===== config.mk =====
export PLATFORM = sky130hd
export DESIGN_NAME = priority_table_promote_pop
export DESIGN_NICKNAME = d
export VERILOG_FILES = /design/src/sv/ptp_pkg.sv /design/src/sv/priority_table_promote_pop.sv
export SDC_FILE = /design/constraint.sdc
export NUM_CORES = 2
export LEC_CHECK = 0
export BUFFER_PORTS_ARGS = -buffer_cell sky130_fd_sc_hd__buf_2
export CORE_MARGIN = 2
export CORE_UTILIZATION = 25
export CTS_CLUSTER_SIZE = 25
export DETAILED_ROUTE_END_ITERATION = 7
export GPL_ROUTABILITY_DRIVEN = 0
export PLACE_DENSITY = 0.38
export SETUP_SLACK_MARGIN = 0.02
export SYNTH_ARGS = -nofsm -noshare
export SYNTH_HDL_FRONTEND = slang
export SYNTH_SLANG_ARGS = --single-unit

===== constraint.sdc =====
create_clock -name clk_i -period 6.6 [get_ports clk_i]
set_input_delay 0.33 -clock clk_i [delete_from_list [all_inputs] [get_ports clk_i]]
set_output_delay 0.33 -clock clk_i [all_outputs]
set_load 0.05 [all_outputs]

===== src/sv/ptp_pkg.sv =====
// ----------------------------------------------------------------------------
// ptp_pkg
// shared types and constants for the priority table with promote and pop
// ----------------------------------------------------------------------------
package ptp_pkg;

  // default sizes
  localparam int unsigned CAPACITY_DEF       = 16;
  localparam int unsigned PAYLOAD_WIDTH_DEF  = 32;
  localparam int unsigned PRIORITY_WIDTH_DEF = 16;

  // fixed port widths
  localparam int unsigned ID_W       = 32;
  localparam int unsigned DATA_W     = 32;
  localparam int unsigned PRI_OUT_W  = 16;
  localparam int unsigned OP_W       = 3;
  localparam int unsigned STATUS_W   = 2;

  // operation codes
  typedef enum logic [OP_W-1:0] {
    OP_ADD      = 3'd0,
    OP_IS_VALID = 3'd1,
    OP_GET      = 3'd2,
    OP_PROMOTE  = 3'd3,
    OP_GET_MAX  = 3'd4,
    OP_POP_MAX  = 3'd5
  } op_e;

  // result status codes
  typedef enum logic [STATUS_W-1:0] {
    ST_OK      = 2'd0,
    ST_UNKNOWN = 2'd1,
    ST_FULL    = 2'd2,
    ST_EMPTY   = 2'd3
  } status_e;

endpackage


===== src/sv/priority_table_promote_pop.sv =====
// ----------------------------------------------------------------------------
// priority_table_promote_pop
// table of entries keyed by id with add, lookup, promote and max/pop-max
// ----------------------------------------------------------------------------
//
//  channel   direction  handshake              fields
//  --------  ---------  ---------------------  ----------------------------------
//  command   in         start & !busy          op_i, entry_id_i, payload_in_i
//  result    out        done_o (1-cycle pulse) status_o, id_out_o, payload_out_o,
//                                              priority_out_o, is_live_o
//
//  done_o is shown after the accepting edge once S_SCAN has issued one slot read
//  per cycle for every slot, S_DRAIN has evaluated the last slot and S_FINISH
//  has written back and registered the result; a new command is taken only once
//  the previous result is out; the scan is bound by the single read port of the
//  slot memory, scanned by one shared id/priority comparator
//  after reset a clearing pass in S_CLEAR marks all slots free; busy is
//  high during it
//  busy is high from acceptance until the result cycle; the next transaction
//  may be accepted in the cycle done_o is shown
//  the receiver cannot stall: each result is shown for exactly one cycle
//
module priority_table_promote_pop #(
  parameter int unsigned CAPACITY       = ptp_pkg::CAPACITY_DEF,
  parameter int unsigned PAYLOAD_WIDTH  = ptp_pkg::PAYLOAD_WIDTH_DEF,
  parameter int unsigned PRIORITY_WIDTH = ptp_pkg::PRIORITY_WIDTH_DEF
) (
  input  logic                             clk_i,
  input  logic                             rst_ni,
  // command side
  input  logic                             start,
  output logic                             busy,
  input  logic [ptp_pkg::OP_W-1:0]         op_i,
  input  logic [ptp_pkg::ID_W-1:0]         entry_id_i,
  input  logic [ptp_pkg::DATA_W-1:0]       payload_in_i,
  // result side
  output logic                             done_o,
  output logic [ptp_pkg::STATUS_W-1:0]     status_o,
  output logic [ptp_pkg::ID_W-1:0]         id_out_o,
  output logic [ptp_pkg::DATA_W-1:0]       payload_out_o,
  output logic [ptp_pkg::PRI_OUT_W-1:0]    priority_out_o,
  output logic                             is_live_o
);

  // stored payload never exceeds the port width
  localparam int unsigned SPW   = (PAYLOAD_WIDTH < ptp_pkg::DATA_W) ?
                                  PAYLOAD_WIDTH : ptp_pkg::DATA_W;
  localparam int unsigned IDX_W = $clog2(CAPACITY);
  localparam logic [IDX_W-1:0] LAST_IDX = IDX_W'(CAPACITY - 1);

  // one memory word per slot
  typedef struct packed {
    logic                      used;
    logic [ptp_pkg::ID_W-1:0]  id;
    logic [PRIORITY_WIDTH-1:0] pri;
    logic [SPW-1:0]            pay;
  } slot_t;

  typedef enum logic [2:0] {
    S_IDLE,
    S_CLEAR,
    S_SCAN,
    S_DRAIN,
    S_FINISH
  } state_e;

  state_e                        state_q, state_d;
  logic [IDX_W-1:0]              idx_q, idx_d;         // read address being issued
  ptp_pkg::op_e                  op_q, op_d;
  logic [ptp_pkg::ID_W-1:0]      qid_q, qid_d;
  logic [SPW-1:0]                pin_q, pin_d;
  logic                          found_q, found_d;     // a slot has been picked
  logic [IDX_W-1:0]              slot_q, slot_d;       // picked slot
  slot_t                         best_q, best_d;       // contents of picked slot
  logic                          rd_vld_q, rd_vld_d;   // read data is a scanned slot
  logic [IDX_W-1:0]              rd_idx_q, rd_idx_d;   // slot of the read data
  logic [ptp_pkg::ID_W-1:0]      ctr_q, ctr_d;         // next id to hand out
  logic                          done_q, done_d;
  ptp_pkg::status_e              status_q, status_d;
  logic [ptp_pkg::ID_W-1:0]      id_out_q, id_out_d;
  logic [ptp_pkg::DATA_W-1:0]    pay_out_q, pay_out_d;
  logic [ptp_pkg::PRI_OUT_W-1:0] pri_out_q, pri_out_d;
  logic                          live_q, live_d;

  // slot memory
  slot_t                         mem_q [CAPACITY];
  slot_t                         rd_word_q;
  logic                          mem_we;
  logic [IDX_W-1:0]              mem_wa;
  slot_t                         mem_wd;

  // shared compare unit
  logic                          take;
  logic                          id_hit;
  logic                          pri_gt;
  logic                          pri_eq;
  logic                          id_gt;

  // widening helpers for the output fields
  logic [PRIORITY_WIDTH+ptp_pkg::PRI_OUT_W-1:0] pri_ext;
  logic [SPW+ptp_pkg::DATA_W-1:0]               pay_ext;
  logic [PRIORITY_WIDTH-1:0]                    pri_inc;

  // --------------------------------------------------------------------------
  // memory: one write and one registered read per cycle
  // --------------------------------------------------------------------------
  always_ff @(posedge clk_i) begin
    if (mem_we) begin
      mem_q[mem_wa] <= mem_wd;
    end
  end

  always_ff @(posedge clk_i) begin
    rd_word_q <= mem_q[idx_q];
  end

  // --------------------------------------------------------------------------
  // compare unit: decides whether the slot just read replaces the pick
  // --------------------------------------------------------------------------
  assign id_hit = (rd_word_q.id == qid_q);
  assign pri_gt = (rd_word_q.pri > best_q.pri);
  assign pri_eq = (rd_word_q.pri == best_q.pri);
  assign id_gt  = (rd_word_q.id > best_q.id);

  always_comb begin
    take = 1'b0;
    case (op_q)
      // lowest free slot
      ptp_pkg::OP_ADD: take = !found_q && !rd_word_q.used;
      // lowest live slot with a matching id
      ptp_pkg::OP_IS_VALID,
      ptp_pkg::OP_GET,
      ptp_pkg::OP_PROMOTE: take = !found_q && rd_word_q.used && id_hit;
      // highest priority, then larger id; a full tie keeps the lower slot
      ptp_pkg::OP_GET_MAX,
      ptp_pkg::OP_POP_MAX: take = rd_word_q.used &&
                                  (!found_q || pri_gt || (pri_eq && id_gt));
      default: take = 1'b0;
    endcase
  end

  // saturating increment for promote
  assign pri_inc = (&best_q.pri) ? best_q.pri : best_q.pri + PRIORITY_WIDTH'(1);
  assign pri_ext = {{ptp_pkg::PRI_OUT_W{1'b0}}, best_q.pri};
  assign pay_ext = {{ptp_pkg::DATA_W{1'b0}}, best_q.pay};

  // --------------------------------------------------------------------------
  // sequencer
  // --------------------------------------------------------------------------
  always_comb begin
    state_d   = state_q;
    idx_d     = idx_q;
    op_d      = op_q;
    qid_d     = qid_q;
    pin_d     = pin_q;
    found_d   = found_q;
    slot_d    = slot_q;
    best_d    = best_q;
    rd_vld_d  = 1'b0;
    rd_idx_d  = idx_q;
    ctr_d     = ctr_q;
    done_d    = 1'b0;
    status_d  = status_q;
    id_out_d  = id_out_q;
    pay_out_d = pay_out_q;
    pri_out_d = pri_out_q;
    live_d    = live_q;
    mem_we    = 1'b0;
    mem_wa    = slot_q;
    mem_wd    = best_q;

    // fold the slot read last cycle into the pick
    if (rd_vld_q && take) begin
      found_d = 1'b1;
      slot_d  = rd_idx_q;
      best_d  = rd_word_q;
    end

    unique case (state_q)
      S_IDLE: begin
        if (start) begin
          op_d    = ptp_pkg::op_e'(op_i);
          qid_d   = entry_id_i;
          pin_d   = payload_in_i[SPW-1:0];
          found_d = 1'b0;
          idx_d   = '0;
          state_d = S_SCAN;
        end
      end
      S_CLEAR: begin
        // mark every slot free after reset
        mem_we = 1'b1;
        mem_wa = idx_q;
        mem_wd = '0;
        if (idx_q == LAST_IDX) begin
          idx_d   = '0;
          state_d = S_IDLE;
        end else begin
          idx_d = idx_q + IDX_W'(1);
        end
      end
      S_SCAN: begin
        rd_vld_d = 1'b1;
        rd_idx_d = idx_q;
        if (idx_q == LAST_IDX) begin
          state_d = S_DRAIN;
        end else begin
          idx_d = idx_q + IDX_W'(1);
        end
      end
      S_DRAIN: begin
        // last slot is evaluated this cycle
        state_d = S_FINISH;
      end
      S_FINISH: begin
        done_d    = 1'b1;
        status_d  = ptp_pkg::ST_OK;
        id_out_d  = '0;
        pay_out_d = '0;
        pri_out_d = '0;
        live_d    = 1'b0;
        idx_d     = '0;
        state_d   = S_IDLE;
        case (op_q)
          ptp_pkg::OP_ADD: begin
            if (!found_q) begin
              status_d = ptp_pkg::ST_FULL;
            end else begin
              mem_we   = 1'b1;
              mem_wd   = '{used: 1'b1, id: ctr_q, pri: '0, pay: pin_q};
              id_out_d = ctr_q;
              ctr_d    = ctr_q + ptp_pkg::ID_W'(1);
            end
          end
          ptp_pkg::OP_IS_VALID: begin
            live_d = found_q;
          end
          ptp_pkg::OP_GET: begin
            if (!found_q) begin
              status_d = ptp_pkg::ST_UNKNOWN;
            end else begin
              id_out_d  = qid_q;
              pay_out_d = pay_ext[ptp_pkg::DATA_W-1:0];
              pri_out_d = pri_ext[ptp_pkg::PRI_OUT_W-1:0];
            end
          end
          ptp_pkg::OP_PROMOTE: begin
            if (!found_q) begin
              status_d = ptp_pkg::ST_UNKNOWN;
            end else begin
              mem_we     = 1'b1;
              mem_wd.pri = pri_inc;
              id_out_d   = qid_q;
              pri_out_d  = ptp_pkg::PRI_OUT_W'({{ptp_pkg::PRI_OUT_W{1'b0}}, pri_inc});
            end
          end
          ptp_pkg::OP_GET_MAX,
          ptp_pkg::OP_POP_MAX: begin
            if (!found_q) begin
              status_d = ptp_pkg::ST_EMPTY;
            end else begin
              id_out_d  = best_q.id;
              pay_out_d = pay_ext[ptp_pkg::DATA_W-1:0];
              pri_out_d = pri_ext[ptp_pkg::PRI_OUT_W-1:0];
              if (op_q == ptp_pkg::OP_POP_MAX) begin
                // free the slot
                mem_we      = 1'b1;
                mem_wd.used = 1'b0;
              end
            end
          end
          default: begin
            // unused codes: ok status, all fields zero
          end
        endcase
      end
      default: begin
        state_d = S_IDLE;
      end
    endcase
  end

  always_ff @(posedge clk_i or negedge rst_ni) begin
    if (!rst_ni) begin
      state_q   <= S_CLEAR;
      idx_q     <= '0;
      op_q      <= ptp_pkg::OP_ADD;
      qid_q     <= '0;
      pin_q     <= '0;
      found_q   <= 1'b0;
      slot_q    <= '0;
      best_q    <= '0;
      rd_vld_q  <= 1'b0;
      rd_idx_q  <= '0;
      ctr_q     <= '0;
      done_q    <= 1'b0;
      status_q  <= ptp_pkg::ST_OK;
      id_out_q  <= '0;
      pay_out_q <= '0;
      pri_out_q <= '0;
      live_q    <= 1'b0;
    end else begin
      state_q   <= state_d;
      idx_q     <= idx_d;
      op_q      <= op_d;
      qid_q     <= qid_d;
      pin_q     <= pin_d;
      found_q   <= found_d;
      slot_q    <= slot_d;
      best_q    <= best_d;
      rd_vld_q  <= rd_vld_d;
      rd_idx_q  <= rd_idx_d;
      ctr_q     <= ctr_d;
      done_q    <= done_d;
      status_q  <= status_d;
      id_out_q  <= id_out_d;
      pay_out_q <= pay_out_d;
      pri_out_q <= pri_out_d;
      live_q    <= live_d;
    end
  end

  assign busy           = (state_q != S_IDLE);
  assign done_o         = done_q;
  assign status_o       = status_q;
  assign id_out_o       = id_out_q;
  assign payload_out_o  = pay_out_q;
  assign priority_out_o = pri_out_q;
  assign is_live_o      = live_q;

  // --------------------------------------------------------------------------
  // assertions
  // --------------------------------------------------------------------------
  a_done_pulse: assert property (@(posedge clk_i) disable iff (!rst_ni)
    done_o |=> !done_o)
    else $error("result strobe held longer than one cycle");

  a_accept_busy: assert property (@(posedge clk_i) disable iff (!rst_ni)
    (start && !busy) |=> (busy && !done_o))
    else $error("accepted transaction did not raise busy");

  a_finish_done: assert property (@(posedge clk_i) disable iff (!rst_ni)
    (state_q == S_FINISH) |=> (done_o && !busy))
    else $error("finish step did not deliver a result");

  a_ctr_only_add: assert property (@(posedge clk_i) disable iff (!rst_ni)
    (ctr_q != $past(ctr_q)) |->
      (done_o && $past(op_q == ptp_pkg::OP_ADD) && status_o == ptp_pkg::ST_OK))
    else $error("id counter moved outside a successful add");

  a_live_ok: assert property (@(posedge clk_i) disable iff (!rst_ni)
    is_live_o |-> (status_o == ptp_pkg::ST_OK))
    else $error("live flag with an error status");

endmodule


Word level (Yosys, flattened, before mapping)
Memories as Yosys holds them, arrays and structs flattened. A register that Yosys moved wholly into a read port is not among the register bits. Cells that the tools add are included.

Bits in writable memories: 1296. Bits in read-only memories: 0. Output and inout bits: 85. Latch bits: 0. Logic and storage cells: 112. Memories kept: 1. Register bits after elaboration: 281. Bits of input ports: 70.

Divide/modulo/power cells: 0. Equal/unequal tests: 16. Shift operators: 0. Order comparisons: 2. Multipliers: 0. Reductions and logical operators: 24. Bitwise logic cells: 0. $add $sub $neg: 3. Mux-type cells: 46.

Memory list: mem_q (depth 16, bits a word 81, rd ports 1, clocked after Yosys merged registers in 1, wr ports 1, RTL line priority_table_promote_pop.sv:86) `slot_t mem_q [CAPACITY];`.

Operators with widths (number): two-way mux 32 bit (7); one-hot mux 81 bit (2 select lines) (1); one-hot mux 32 bit (3 select lines) (1); two-way mux 81 bit (1); two-way mux 16 bit (4); one-hot mux 16 bit (2 select lines) (2); adder 32 x 1 -> 32 bit, second input constant (1); equality test 32 bit (1); greater-than comparator 32 bit (1); adder 16 x 1 -> 16 bit, second input constant (1); equality test 16 bit (1); greater-than comparator 16 bit (1); two-way mux 4 bit (4); one-hot mux 4 bit (4 select lines) (1); AND reduction 16 bit (1); two-way mux 1 bit (14); equality test 3 x 2 -> 1 bit, second input constant (4); one-hot mux 3 bit (4 select lines) (1); equality test 3 bit, second input constant (3); two-way mux 3 bit (3); AND reduction 3 bit (3); != test 2 bit, second input constant (4); equality test 3 x 1 -> 1 bit, second input constant (2); logical AND 1 bit (6); 14 further kinds (23).

Logic depth before layout (Yosys ltp)
Word-level depth: 9. Depth in mapped cells: 13. Depth with buffers taken out: 9.

Worst setup path before layout
Ideal clock, no wire load.

Path type: reg-to-reg. Start point: register idx_q[0]. End point: memory mem_q[1][0] (netlist bit), enable pin. Arrival: 5103 ps. Clock period less this slack: 5625 ps. Data required time: 6079 ps. Slack: 975 ps. Setup time: 521 ps. Stages on the path, launching flop included: 7. Path buffers: 4. Cell sequence: dfrtp_1 > clkbuf_1 > clkbuf_1 > clkbuf_1 > buf_1 > a31oi_1 > nor2_1.

Word-level cells in the longest chain between the ends: 1.

Ends and longest elaborated chain: from (decl) (RTL line priority_table_promote_pop.sv:68) `logic [IDX_W-1:0] idx_q, idx_d;`; from (signal assigned) (RTL line priority_table_promote_pop.sv:304) `idx_q <= idx_d;`; two-way mux 4 bit (RTL line priority_table_promote_pop.sv:179) `unique case (state_q)`; to (decl) (RTL line priority_table_promote_pop.sv:86).

Every way passes these cells.

Worst setup path in the final report
Start point: register best_q[45] (netlist bit). End point: register best_q[52] (netlist bit).

Word-level cells in the longest chain between the ends: 6. Elaborated cells on any way between the ends: 8. Those cells by class: order compare (1); eq/ne (1); mux (1); reduce/logical (5).

Ends and longest elaborated chain: from (decl) (RTL line priority_table_promote_pop.sv:74) `slot_t best_q, best_d;`; from (signal assigned) (RTL line priority_table_promote_pop.sv:310) `best_q <= best_d;`; greater-than comparator 16 bit or equality test 16 bit (tied branches) (RTL line priority_table_promote_pop.sv:121, priority_table_promote_pop.sv:122); logical OR 1 bit or logical AND 1 bit (tied branches) (RTL line priority_table_promote_pop.sv:137) `(!found_q || pri_gt || (pri_eq && id_gt));`; logical OR 1 bit (*) (RTL line priority_table_promote_pop.sv:137); logical AND 1 bit (*) (RTL line priority_table_promote_pop.sv:136) `ptp_pkg::OP_POP_MAX: take = rd_word_q.used &&`; one-hot mux 1 bit (3 select lines) (*) (RTL line priority_table_promote_pop.sv:127) `case (op_q)`; logical AND 1 bit (*) (RTL line priority_table_promote_pop.sv:173) `if (rd_vld_q && take) begin`.

Every way passes the cells marked *; elsewhere a longest branch is shown, timed or not. A chain may end at the register's enable or synchronous reset.

==> impl_metrics.toml <==
[outcome]
outcome = "complete, no violations"

[floorplanning]
core_area_um2 = 262000
die_area_um2 = 267200
die_y_um = 516.9
row_count = 188
die_width_um = 516.9
boundaryPins = 155
initial_core_util_pct = 25.10

[critical_path]
ff2ff_setup_slack_ps = 2240
start_kind = "flip-flop"
critPathRequiredTime_ps = 7280
r2r_start = "best_q[45]"
end_kind = "flip-flop"
crit_type = "flip-flop to flip-flop"
crit_start = "best_q[45]"
rr_worst_depth = 11
r2r_end = "best_q[52]"
arrival_ps = 5040
cp_max_fo = 32

[routing]
wirelength_mm = 206.9
drc = 0
firstDrtPassIters = 5
initialDrtViolationCount = 3088
vias = 36860
ant_nets = 0
vias_per_cell = 4.615
routedWlPerCell_um = 25.91

[yosys]
avgSynthCellArea_um2 = 16.50
syn_inst = 3985
ys_types = 64
ys_ff_latch = 1658
synth-edff-count = 1296
syn_nets = 4106
ys_warn_count = 0
synthFlopType = "edfxtp_1"
ys_seq_area_share_pct = 72.34
netlist_area_um2 = 65760
ys_async_sr_fraction_pct = 16.95

[grt]
grt_max_degree = 109
antenna_found_initial = 9
grt-ovfl-total = 0
grt_pass1_vias = 38090
track_usage_pct = 15.28
grt_pass1_wl_mm = 293.0

[clock_tree]
post_cts_buffers = 0
clock-sinks = 1658
insertion_delay_ps = 860
cts_resized = 0
path_clk_slew_ps = 60
cts_max_level = 4
cts-root-buf = "clkbuf_16"
clockBufferDepth = 4
cts_tree = "done"
hold_buffers = 69
cts_buffers = 190

[pwr]
powerDensity_nw_per_um2 = 456.5
fin_total_pwr_w = 0.03575
power_leakage_nw = 27.22
ir_worst_vdd_uv = 268.5

[hold_path]
hp-class = "input pin to asynchronous set/reset pin"

[timing]
finalSetupViolations = 0
maxSlewViolCount = 0
finalCriticalPeriod_ps = 4359
tightest_slew_ps = 1348
rsz0062_at_grt = "no"
fin_skew_ps = 70.06
fmax_ghz = 0.2294
slew-limit-headroom_pct = 9.557
setup-tns-final_ps = 0
finalHoldViolations = 0
period_share_pct = 66.04

[place]
io_buffers = 154
dp_hpwl_mm = 114.4

[final_layout]
area_growth_pct = 19.07
nNetsFinal = 4437
final_layout_size_suffix_gt1_share_pct = 22.56

[job]
maxCapViolations = 0
==> worst max-delay path, cell delays in order (launching register included) <==
cell,delay (ps)
dfrtp_1,480
inv_1,70
ha_1,310
nand4_1,220
nor4_1,370
buf_4,210
o21ai_1,160
a31oi_1,540
a2111o_1,200
and3_4,680
buf_4,490
mux2_2,380
==> flip-flops by register name, summed over array words and instances, names as in the netlist, 2 cells and up <==
name / flops
best_q: 81
ctr_q: 32
id_out_o: 32
idx_q: 4
mem_q: 1296
op_q: 3
payload_out_o: 32
pin_q: 32
priority_out_o: 16
qid_q: 32
rd_idx_q: 4
rd_word_q: 81
slot_q: 4
state_q: 3
status_o: 2
==> metrics by stage <==
stage	hold WS (ps)	util [%]	cells	worst slack (ps)	area, um^2
3_5_place_dp	368.7	27.31	7570	2220	71580
2_1_floorplan	34.41	-	3985	975.5	65760
3_3_place_gp	367.9	27.31	7570	2198	71580
4_1_cts	66.95	29.88	7983	2128	78300
5_1_grt	67.51	29.88	7984	2064	78300
6_report	66.42	29.88	7986	2241	78300
==> Yosys cell counts, types with 12 or more instances <==
cell type  instances  share of area (%)
inv_1             70               0.40
mux2_2           190                3.3
mux2i_1          247                3.8
buf_2             14               0.11
a22o_1            35               0.47
xor2_1            12               0.16
ha_1              51               0.97
a221oi_1          85                1.1
dfrtp_1          280                 11
nand3_1           34               0.26
nand2_1          339                1.9
buf_1             29               0.17
o21ai_0          312                2.4
dfxtp_1           81                2.5
edfxtp_1        1296                 59
clkbuf_1         186                1.1
and3_1            13               0.12
xnor2_1           50               0.67
nor3_1            16               0.12
mux2_4            35               0.80
nor2_1            56               0.32
o31ai_1           35               0.40
a22oi_1          113                1.3
nand4_1           24               0.23
mux4_2           162                5.5
a21oi_1          128               0.97
==> layout make-up <==
type | instances | area (um^2)
diodes | 3 | 7.507
clock buffers | 272 | 5315
clock inverters | 72 | 714.4
fillers | 26170 | 183700
inverters | 70 | 264.0
multi-input cells | 2022 | 17210
flip-flops and latches | 1658 | 47590
well taps | 3515 | 4398
repair buffers | 374 | 2805
==> layer usage <==
layer	wire length (um)	share of wire, %	track usage [%]
met3	8282	4.0	2.015
met5	0	0	0
met2	95310	46	24.25
met1	99300	48	22.11
met4	4024	1.9	3.431
==> cells in the final DEF, fill, tap and decap left out, drive strengths merged, types with 69 or more instances in the layout <==
master	instances
dfrtp	280
dlygate4sd3	69
o21ai	313
a221oi	85
inv	73
a22oi	113
nand2	339
edfxtp	1296
a21oi	128
buf	305
mux4	162
mux2	225
clkbuf	272
mux2i	247
dfxtp	81
==> worst max-delay path by stage <==
stage	end	cells past startpoint
global route	mem_q[13][19]	8
detailed placement	best_q[55]	11
CTS	best_q[52]	11
finish	best_q[52]	11
floorplan	mem_q[1][0]	6
global placement	best_q[52]	11
==> report_power, final <==
part / internal (W) / switching [W] / total [W]
registers: 0.0134 / 0.00115 / 0.0146
logic: 0.00403 / 0.00674 / 0.0108
clock network: 0.00609 / 0.00430 / 0.0104
==> logic make-up (layout without fill, tap and decap cells) <==
family	Yosys count	count (layout)	synth area share, %
other cells	0	3	0
xor+xnor	62	62	0.8257
simple gates	525	525	3.474
fa+ha+maj	51	51	0.9703
compound gates	750	750	7.144
mux	634	634	13.36
buf+inv	305	788	1.887
flops	1658	1658	72.34
Note: power is estimated with default switching activity, not from simulation.
